### src/hw/rtl/rypp_pkg.sv
// ----------------------------------------------------------------------------
// rypp_pkg
// Shared types and constants for the Y-rotation perspective projection unit.
// ----------------------------------------------------------------------------
package rypp_pkg;

   // angle units: 1/64 degree
   localparam int unsigned ANGLE_FULL    = 23040;
   localparam int unsigned ANGLE_3Q      = 17280;
   localparam int unsigned ANGLE_HALF    = 11520;
   localparam int unsigned ANGLE_QUARTER = 5760;

   // divider operand widths
   localparam int unsigned DIV_NUM_W = 36;
   localparam int unsigned DIV_DEN_W = 18;

   // front/back queue
   localparam int unsigned QUEUE_DEPTH = 4;
   localparam int unsigned QUEUE_PTR_W = 2;

   // output saturation limits
   localparam logic signed [37:0] OUT_MAX = 38'sd8388607;
   localparam logic signed [37:0] OUT_MIN = -38'sd8388608;

   // register reset values
   localparam logic [14:0] CAMERA_DISTANCE_RST = 15'd20480;
   localparam logic [14:0] NEAR_LIMIT_RST      = 15'd410;
   localparam logic [11:0] FOCAL_LENGTH_RST    = 12'd500;
   localparam logic [11:0] CENTER_X_RST        = 12'd500;
   localparam logic [11:0] CENTER_Y_RST        = 12'd400;

   typedef enum logic [2:0] {
      CSR_CAMERA_DISTANCE = 3'd0,
      CSR_NEAR_LIMIT      = 3'd1,
      CSR_FOCAL_LENGTH    = 3'd2,
      CSR_CENTER_X        = 3'd3,
      CSR_CENTER_Y        = 3'd4
   } csr_index_type;

   typedef struct packed {
      logic signed [15:0] vertex_x;
      logic signed [15:0] vertex_y;
      logic signed [15:0] vertex_z;
      logic signed [15:0] angle;
   } req_data_type;

   typedef struct packed {
      logic signed [23:0] screen_x;
      logic signed [23:0] screen_y;
      logic               depth_clamped;
   } rsp_data_type;

   typedef struct packed {
      logic [14:0] camera_distance;
      logic [14:0] near_limit;
      logic [11:0] focal_length;
      logic [11:0] center_x;
      logic [11:0] center_y;
   } cfg_type;

   // one divide job: rounded-division dividends, shared divisor, signs
   typedef struct packed {
      logic [DIV_NUM_W-1:0] num_x;
      logic [DIV_NUM_W-1:0] num_y;
      logic [DIV_DEN_W-1:0] den;
      logic                 neg_x;
      logic                 neg_y;
      logic                 clamped;
   } div_req_type;

endpackage

### src/hw/rtl/rypp_queue.sv
// ----------------------------------------------------------------------------
// rypp_queue
// Short FIFO between the front and the divider back end.
// ----------------------------------------------------------------------------
module rypp_queue
   import rypp_pkg::*;
(
   input  logic        clock,
   input  logic        reset,
   input  logic        push,
   input  div_req_type push_data,
   input  logic        pop,
   output logic        not_empty,
   output logic        full,
   output div_req_type pop_data
);

   div_req_type             mem_ff [0:QUEUE_DEPTH-1];
   logic [QUEUE_PTR_W-1:0]  wr_ptr_ff, rd_ptr_ff;
   logic [QUEUE_PTR_W:0]    count_ff, count_in;

   always_comb begin
      count_in = count_ff + (QUEUE_PTR_W+1)'(push) - (QUEUE_PTR_W+1)'(pop);
   end

   // pointers and fill count
   always_ff @(posedge clock) begin
      if (reset) begin
         wr_ptr_ff <= '0;
         rd_ptr_ff <= '0;
         count_ff  <= '0;
      end else begin
         if (push) wr_ptr_ff <= wr_ptr_ff + 1'b1;
         if (pop) rd_ptr_ff <= rd_ptr_ff + 1'b1;
         count_ff <= count_in;
      end
   end

   // storage
   always_ff @(posedge clock) begin
      if (push) mem_ff[wr_ptr_ff] <= push_data;
   end

   assign pop_data  = mem_ff[rd_ptr_ff];
   assign not_empty = (count_ff != '0);
   assign full      = (count_ff == (QUEUE_PTR_W+1)'(QUEUE_DEPTH));

   a_no_overflow: assert property (@(posedge clock) disable iff (reset)
      push |-> (!full || pop))
      else $error("push into full queue");

   a_no_underflow: assert property (@(posedge clock) disable iff (reset)
      pop |-> not_empty)
      else $error("pop from empty queue");

endmodule

### config.mk
export PLATFORM = sky130hd
export DESIGN_NAME = rypp_queue
export DESIGN_NICKNAME = d
export VERILOG_FILES = /design/src/hw/rtl/rypp_pkg.sv /design/src/hw/rtl/rypp_queue.sv
export SDC_FILE = /design/constraint.sdc
export NUM_CORES = 1
export LEC_CHECK = 0
export ABC_AREA = 0
export BUFFER_PORTS_ARGS = -buffer_cell sky130_fd_sc_hd__buf_2
export CAP_MARGIN = 20
export CORE_UTILIZATION = 64
export CTS_BUF_LIST = sky130_fd_sc_hd__clkbuf_4 sky130_fd_sc_hd__clkbuf_8
export DETAILED_ROUTE_END_ITERATION = 10
export HOLD_SLACK_MARGIN = 0.03
export PLACE_DENSITY_LB_ADDON = 0.05
export SLEW_MARGIN = 20
export SYNTH_ARGS = -nofsm -noshare
export SYNTH_HDL_FRONTEND = slang
export SYNTH_SLANG_ARGS = --single-unit
### constraint.sdc
create_clock -name clock -period 8.5 [get_ports clock]
set_input_delay 0.425 -clock clock [delete_from_list [all_inputs] [get_ports clock]]
set_output_delay 0.425 -clock clock [all_outputs]
set_load 0.01 [all_outputs]
# --- Word level (Yosys, flattened, before mapping) ---
# Memories as Yosys holds them, arrays and structs flattened. A register that Yosys moved wholly into a read port is not among the register bits.
# Cells that the tools add are included.
word_totals:
  n_memories: 1
  mem_bits_rw: 372
  out_inout_bits: 95
  latchBits: 0
  register_bits: 7
  mem_bits_ro: 0
  in_bits: 97
memory_table:
  columns: ["name", "words", "width", "read_ports", "rd_ports_with_merged_regs", "wr", "line", "text"]
  rows:
  - ["mem_ff", 4, 93, 1, 1, 1, "rypp_queue.sv:18", "div_req_type mem_ff [0:QUEUE_DEPTH-1];"]
classes:
  magnitude_cmp: 0
  mul: 0
  add_sub_neg: 4
  bitwise_logic: 0
  n_shift: 0
  div: 0
  n_eq_ne: 1
  n_mux: 4
  n_reduce_logical: 1
op_table:
  columns: ["cell", "count"]
  rows:
  - ["2-bit by 1-bit adder with 2-bit output (second input constant)", 2]
  - ["2-bit 2-to-1 mux", 2]
  - ["3-bit by 1-bit adder with 3-bit output", 1]
  - ["3-bit equality test (second input constant)", 1]
  - ["3-bit nonzero test", 1]
  - ["3-bit by 1-bit subtractor with 3-bit output", 1]
  - ["1-bit 2-to-1 mux", 2]

# --- Logic depth before layout (Yosys ltp) ---
# Gate-level depths: netlist of the first run.
logic_depth:
  ltp_word: 3
  ltp_mapped: 7

# --- Worst setup path before layout of the first run ---
# No wires, ideal clock.
synth_path:
  path_type: "register -> register"
  startpoint: "reg wr_ptr_ff[0]"
  endpoint: "mem mem_ff[0][0] in the netlist's numbering (enable)"
  t_required_ps: 8038
  t_arrival_ps: 2697
  stages_incl_launch_ff: 4
  path_slack_ps: 5341
  period_less_slack_ps: 3159
  path_cell_list: "dfxtp_1 inv_1 ha_1 and2_1"
synth_lines:
  columns: ["item", "line", "text"]
  rows:
  - ["start: declaration", "rypp_queue.sv:19", "logic [QUEUE_PTR_W-1:0] wr_ptr_ff, rd_ptr_ff;"]
  - ["start signal: assignment", "rypp_queue.sv:33", "if (push) wr_ptr_ff <= wr_ptr_ff + 1'b1;"]
  - ["end: declaration", "rypp_queue.sv:18", null]
# No word-level cell before the write port.

==> results of run 1 <==
[final cells by class]
cell class	count	area [sq um]
fill	1120	4986
multi-input combinational	120	2342
inverter	6	22.52
tap	275	344.1
clock buffer	84	1006
clock inverter	16	66.31
antenna	3	7.507
sequential	381	11360
timing repair buffer	199	1021
[cell usage in the layout, fill, tap and decap left out, drive strengths merged, types with 4 or more instances in the layout]
master and instances:
mux4 93, edfxtp 372, and2 4, buf 197, nor2 5, clkinv 15
ha 6, dfxtp 9, inv 7, clkbuf 84
[cell families after synthesis]
| kind of cell | share of synthesized area |
|---|---|
| AND/OR/NAND/NOR | 0.005508 |
| buffers and inverters | 0.01264 |
| adder cells (fa/ha/maj) | 0.006862 |
| XOR/XNOR | 0.002979 |
| flip-flops | 0.8191 |
| multiplexers | 0.1519 |
| AO/OA/AOI/OAI | 0.001083 |
[worst min path at each step]
stage                                   start                      end  depth (start not counted)
CTS                             push_data[19]  mem_ff[0][19]$_DFFE_PP_                          1
global placement    rd_ptr_ff[1]$_SDFFE_PP0P_                flip-flop                          2
floorplan           rd_ptr_ff[1]$_SDFFE_PP0P_                flip-flop                          2
finish                          push_data[47]  mem_ff[3][47]$_DFFE_PP_                          1
global route                    push_data[65]  mem_ff[0][65]$_DFFE_PP_                          1
detailed placement  rd_ptr_ff[1]$_SDFFE_PP0P_                flip-flop                          2
[where the power goes]
group	internal, mW	switching (mW)	total, mW
clock network	0.751	0.621	1.37
registers	2.16	0.0387	2.20
logic	0.176	0.189	0.365
total	3.09	0.849	3.94
[worst reg2reg max path, stage by stage (launching register included)]
cell     delay (ns)
dfxtp_1        0.35
inv_1          0.11
ha_1           0.15
and2_4         0.35
buf_4          0.91
[sequential cells by signal (all words and copies together), names as in the netlist, named ones only]
name,flops
mem_ff,372
count_ff,3
rd_ptr_ff,2
wr_ptr_ff,2
[stage by stage]
stage                     std cells  hold WS [ns]    util  setup WS, ns  cell area, sq um
final                          1084       0.06994  0.7643         4.833             16170
after detailed placement        979        0.5312  0.7123         5.237             15070
after global routing           1082       0.03242  0.7641         4.452             16160
after CTS                      1081       0.03047  0.7639         4.626             16160
after global placement          979        0.5004  0.7123         5.258             15070
after floorplan                 527        0.4918       -         5.341             13860
[routing by layer]
| layer | vias to the layer above | track usage | wire length [um] |
|---|---|---|---|
| li1 | 2748 | - | - |
| met1 | 3204 | 0.2850 | 9180 |
| met2 | 225 | 0.3674 | 12160 |
| met3 | 48 | 0.06820 | 1842 |
| met4 | 2 | 0.07755 | 522 |
| met5 | - | 0 | 11 |
[synthesized netlist by cell type, drive strengths merged]
cell | number | area share
a21oi | 1 | 0.00036
fa | 1 | 0.0014
edfxtp | 372 | 0.81
nand3b | 1 | 0.00054
xor3 | 1 | 0.0017
clkbuf | 2 | 0.00054
and2 | 4 | 0.0018
inv | 6 | 0.0016
nor2 | 5 | 0.0014
a21bo | 1 | 0.00072
dfxtp | 9 | 0.013
or3 | 1 | 0.00045
ha | 6 | 0.0054
mux2i | 1 | 0.00072
nor2b | 2 | 0.00090
buf | 18 | 0.010
and3 | 1 | 0.00045
mux4 | 93 | 0.15
xnor2 | 2 | 0.0013
[repair_timing]
| action | 4_1_cts | 5_1_grt |
|---|---|---|
| endpoints found under the hold margin | 6 | 0 |
| gates resized for setup | 0 | 0 |
| hold buffers | 2 | 0 |
==> impl_metrics.json, run 1 <==
{
  "status": "complete, no violations",
  "overflow": 0,
  "dr.pass1.iters": 5,
  "p_leak_nw": 5.505,
  "setup.worst_path.start_class": "flip-flop",
  "period_share": 0.4314,
  "grt.total_usage": 0.2229,
  "layout-drive-gt1-share": 0.4752,
  "synth_nets": 631,
  "first_global_vias": 6749,
  "min_path_type": "in2reg",
  "relSlewSlack": 0.2789,
  "ctsRootBufferMaster": "clkbuf_8",
  "grt_max_degree": 75,
  "grt_pass1_wl_mm": 36.18,
  "path_depth": 3,
  "ys_ff_latch": 381,
  "clock_skew_ns": 0.01663,
  "area_delta_synth_final_pct": 16.67,
  "slowest_stage": "dfxtp_4",
  "slowest_delay_ns": 0.97,
  "syn_inst": 527,
  "critPathCaptureType": "output port",
  "r2r-start": "wr_ptr_ff[0]$_SDFFE_PP0P_",
  "worstMarginPinSlew_ns": 1.082,
  "antenna_found_initial": 4,
  "numCtsBuffers": 56,
  "cts.sinks": 381,
  "fmax_ghz": 0.2727,
  "start_util": 0.6551,
  "ys_seq_area_frac": 0.8191,
  "period_minus_slack_ns": 3.667,
  "crit_buf_inv": 2,
  "crit_path_max_fanout": 47,
  "route.detailed.drc": 0,
  "maxCapViolations": 0,
  "r2r_slack_ns": 6.21,
  "finalNetCount": 868,
  "drt-initial-drc-count": 437,
  "reg2reg_to": "mem_ff[0][31]$_DFFE_PP_",
  "avgSynthCellArea_sq_um": 26.30,
  "clock_latency_ns": 0.57,
  "die_w_um": 149.2,
  "routedWlPerCell_um": 21.88,
  "via_count": 6227,
  "final_hold_viol_count": 0,
  "vias_per_cell": 5.744,
  "finalSetupTns_ns": 0,
  "arrival_ns": 3.24,
  "crit_type": "reg2out",
  "dp_hpwl_mm": 13.92,
  "syn_area_sq_um": 13860,
  "cts_setup_buffers": 0,
  "yosysWarnings": 0,
  "routed_wl_mm": 23.72,
  "pin_count": 192,
  "rsz0062_at_grt": "no",
  "path_clk_slew_ns": 0.06,
  "htreeDepth": 2,
  "critPathCapture": "pop_data[92]",
  "worstPathRequired_ns": 8.08,
  "total_power_mw": 3.937,
  "cts_tree": "done",
  "die_h_um": 149.2,
  "setup_viol": 0,
  "p_per_area_nw_per_um2": 243.5,
  "clk_path_buf_depth": 3,
  "portBuffers": 191,
  "ant_nets": 0,
  "core_area_sq_um": 21150,
  "gp_congestion": 0.7006,
  "cp_cell_sequence": "buf_4 -> mux4_2 -> buf_2",
  "die-area_sq_um": 22250,
  "crit_family": "buffers and inverters",
  "peakVddDrop_v": 0.0001501,
  "rr_worst_depth": 4,
  "synth_cell_type_count": 21,
  "slew_viol_final": 0,
  "fp-row-count": 53
}
No activity file was read; power rests on OpenSTA's default activity.
==> run 2, diff against run 1 <==
Settings changed: ABC_AREA 0 to 1, CORE_UTILIZATION 64 to 60.
Clock period 8.5 ns to 3.6 ns, I/O delays scaled along.
==> run 2 against run 1 <==
Effect of this change:
- sequential share of layout area shrank 8.1 points
- first-iteration DRC count grew 6.4%
- critical path type unchanged
- critical endpoint is now pop_data[42]
- clock power grew 140%
- combinational power grew to 2.6 times the previous value
- die area grew 15%
- flip-flop and latch count is the same
- worst hold slack gained 0.26 ns
- register-to-register slack lost 4.6 ns
- via count grew 48%
- highest routed layer is now met4
==> impl_metrics.json, run 2 <==
{
  "syn_area_sq_um": 14990,
  "avgSynthCellArea_sq_um": 13.13,
  "via_count": 9190,
  "p_per_area_nw_per_um2": 513.9,
  "crit_type": "reg2out",
  "setup.worst_path.start_class": "flip-flop",
  "dr.pass1.iters": 5,
  "synthAdderAreaFrac": 0.006345,
  "synth_xor_area_frac": 0,
  "start_util": 0.6144,
  "critPathCaptureType": "output port",
  "synthMuxAreaShare": 0,
  "peakVddDrop_v": 0.0003452,
  "period_share": 0.7192,
  "clock_latency_ns": 0.57,
  "largest_register": "mem_ff",
  "yosysTopAreaCellShare": 0.7454,
  "area_delta_synth_final_pct": 21.86,
  "p_leak_nw": 7.205,
  "finalNetCount": 1540,
  "layout-drive-gt1-share": 0.1974,
  "gp_congestion": 0.7260,
  "slew_viol_final": 0,
  "cts_tree": "done",
  "numCtsBuffers": 57,
  "worstPathRequired_ns": 3.42,
  "dp_hpwl_mm": 14.78,
  "ys_seq_area_frac": 0.7574,
  "htreeDepth": 2,
  "final_hold_viol_count": 0,
  "cts.sinks": 381,
  "clk_path_buf_depth": 3,
  "first_global_vias": 8989,
  "finalInstanceArea_sq_um": 18260,
  "pin_count": 192,
  "synth-simple-area-share": 0.05026,
  "synth_area_leaders": "edfxtp_1 (75%), inv_1 (5.1%), nand2_1 (4.9%), o211ai_1 (4.7%), a21oi_1 (3.3%)",
  "setup_slack_ns": 1.011,
  "yosysTopAreaCell": "edfxtp_1",
  "die_h_um": 160.0,
  "use_met2": 0.3646,
  "relSlewSlack": 0.4614,
  "ys.flop_type": "edfxtp_1",
  "finalSetupTns_ns": 0,
  "die-area_sq_um": 25610,
  "diodes": 0,
  "r2r_slack_ns": 1.63,
  "synthArstFlopShare": 0,
  "synth_cell_type_count": 14,
  "routedWlPerCell_um": 15.06,
  "vias_per_cell": 5.083,
  "fmax_ghz": 0.3862,
  "rsz0062_at_grt": "no",
  "largest_reg_flops": 372,
  "finalHoldWorstSlack_ns": 0.3269,
  "setup_viol": 0,
  "placedInstanceArea_sq_um": 16180,
  "core_area_sq_um": 24390,
  "grt_use_met3": 0.04571,
  "portBuffers": 191,
  "top_usage_layer": "met2",
  "drt-initial-drc-count": 465,
  "grt_max_degree": 144,
  "overflow": 0,
  "synth_compound_area_frac": 0.1120,
  "antenna_found_initial": 0,
  "grt_pass1_wl_mm": 43.52,
  "clock_skew_ns": 0.01536,
  "grt.total_usage": 0.2156,
  "fp-row-count": 57,
  "synth_nets": 1245,
  "crit_path_max_fanout": 143,
  "route.detailed.drc": 0,
  "routed_wl_mm": 27.23,
  "pre_cts_slack_ns": 1.612,
  "arrival_ns": 2.41,
  "period_minus_slack_ns": 2.589,
  "ys_ff_latch": 381,
  "status": "complete, no violations",
  "ctsRootBufferMaster": "clkbuf_8",
  "cts_setup_buffers": 0,
  "synth_edf_count": 372,
  "ant_nets": 0,
  "gr-usage-met1": 0.2753,
  "synth.most_common_cell": "edfxtp_1",
  "synth_common_cells": "edfxtp_1 (372), inv_1 (202), nand2_1 (194)",
  "path_clk_slew_ns": 0.06,
  "min_path_type": "in2reg",
  "maxCapViolations": 0,
  "synth_top_family_by_area": "compound AO/OA/AOI/OAI gates",
  "most-common-layout-cells": "edfxtp_1 (372), inv_1 (198), nand2_1 (194), buf_2 (191), a21oi_1 (99)",
  "reg.largest.list": "mem_ff: 372 flops, count_ff: 3 flops",
  "die_w_um": 160.0,
  "worstMarginPinSlew_ns": 0.8079,
  "yosysWarnings": 0,
  "syn_inst": 1141,
  "final_common_cell": "edfxtp_1"
}
-- run 2: cell types whose count changed in the layout (fill, tap and decap cells not counted), sizes merged, moves of 6 or more --
cell         change
inv            +195
nand2          +194
a21oi           +98
o21ai           +97
dlygate4sd3     +95
mux4            -93
o211ai          +93
clkinv          +13
clkbuf           -6
-- run 2: area by class of cell --
cell class,instances,area (sq um)
Clock inverter,29,121.4
Clock buffer,78,992.2
Tap cell,324,405.4
Inverter,202,768.2
Timing Repair Buffer,298,2090
Sequential cell,381,11360
Fill cell,1590,6128
Multi-Input combinational cell,496,2527
-- run 2: path summary, 6_finish.rpt --
path	start	end	cells past startpoint
max reg2reg	wr_ptr_ff[0]$_SDFFE_PP0P_	mem_ff[0][1]$_DFFE_PP_	5
min reg2reg	rd_ptr_ff[1]$_SDFFE_PP0P_	flip-flop	2
min	reset	count_ff[1]$_SDFF_PP0_	3
max	flip-flop	pop_data[42]	5
-- run 2: cell families after synthesis --
| kind of cell | after synthesis |
|---|---|
| fa+ha+maj | 7 |
| flops | 381 |
| simple gates | 200 |
| compound gates | 289 |
| buf+inv | 264 |
-- run 2: routing by layer --
| metal | wire length, um | part of all wire |
|---|---|---|
| met1 | 11730 | 0.43 |
| met5 | 0 | 0 |
| met2 | 13500 | 0.50 |
| met3 | 1458 | 0.054 |
| met4 | 544 | 0.020 |
-- run 2: metrics by stage --
| stage | cells | power (mW) | util |
|---|---|---|---|
| 4_1_cts | 1808 | 9.478 | 0.7487 |
| 6_report | 1808 | 9.386 | 0.7487 |
| 3_3_place_gp | 1604 | 6.076 | 0.6633 |
| 2_1_floorplan | 1141 | 5.742 | - |
| 3_5_place_dp | 1604 | 6.100 | 0.6633 |
| 5_1_grt | 1808 | 9.761 | 0.7487 |
-- run 2: worst max-delay path, stage by stage, from the launching register on --
cell	delay, ns
dfxtp_4	0.74
buf_12	0.45
a21oi_1	0.13
o21ai_0	0.10
nand2_1	0.12
buf_2	0.15
-- run 2: what timing repair did --
item                                   CTS  global route
hold buffers                            97             0
endpoints found under the hold margin  381             0
resized for setup                        0             0
-- run 2: where the power goes --
group          total [mW]  switching [mW]  leakage, nW  internal (mW)
clock                3.30            1.52        0.588           1.78
combinational       0.948           0.583         3.13          0.366
sequential           5.14          0.0641         3.49           5.07
total                9.39            2.17         7.21           7.22
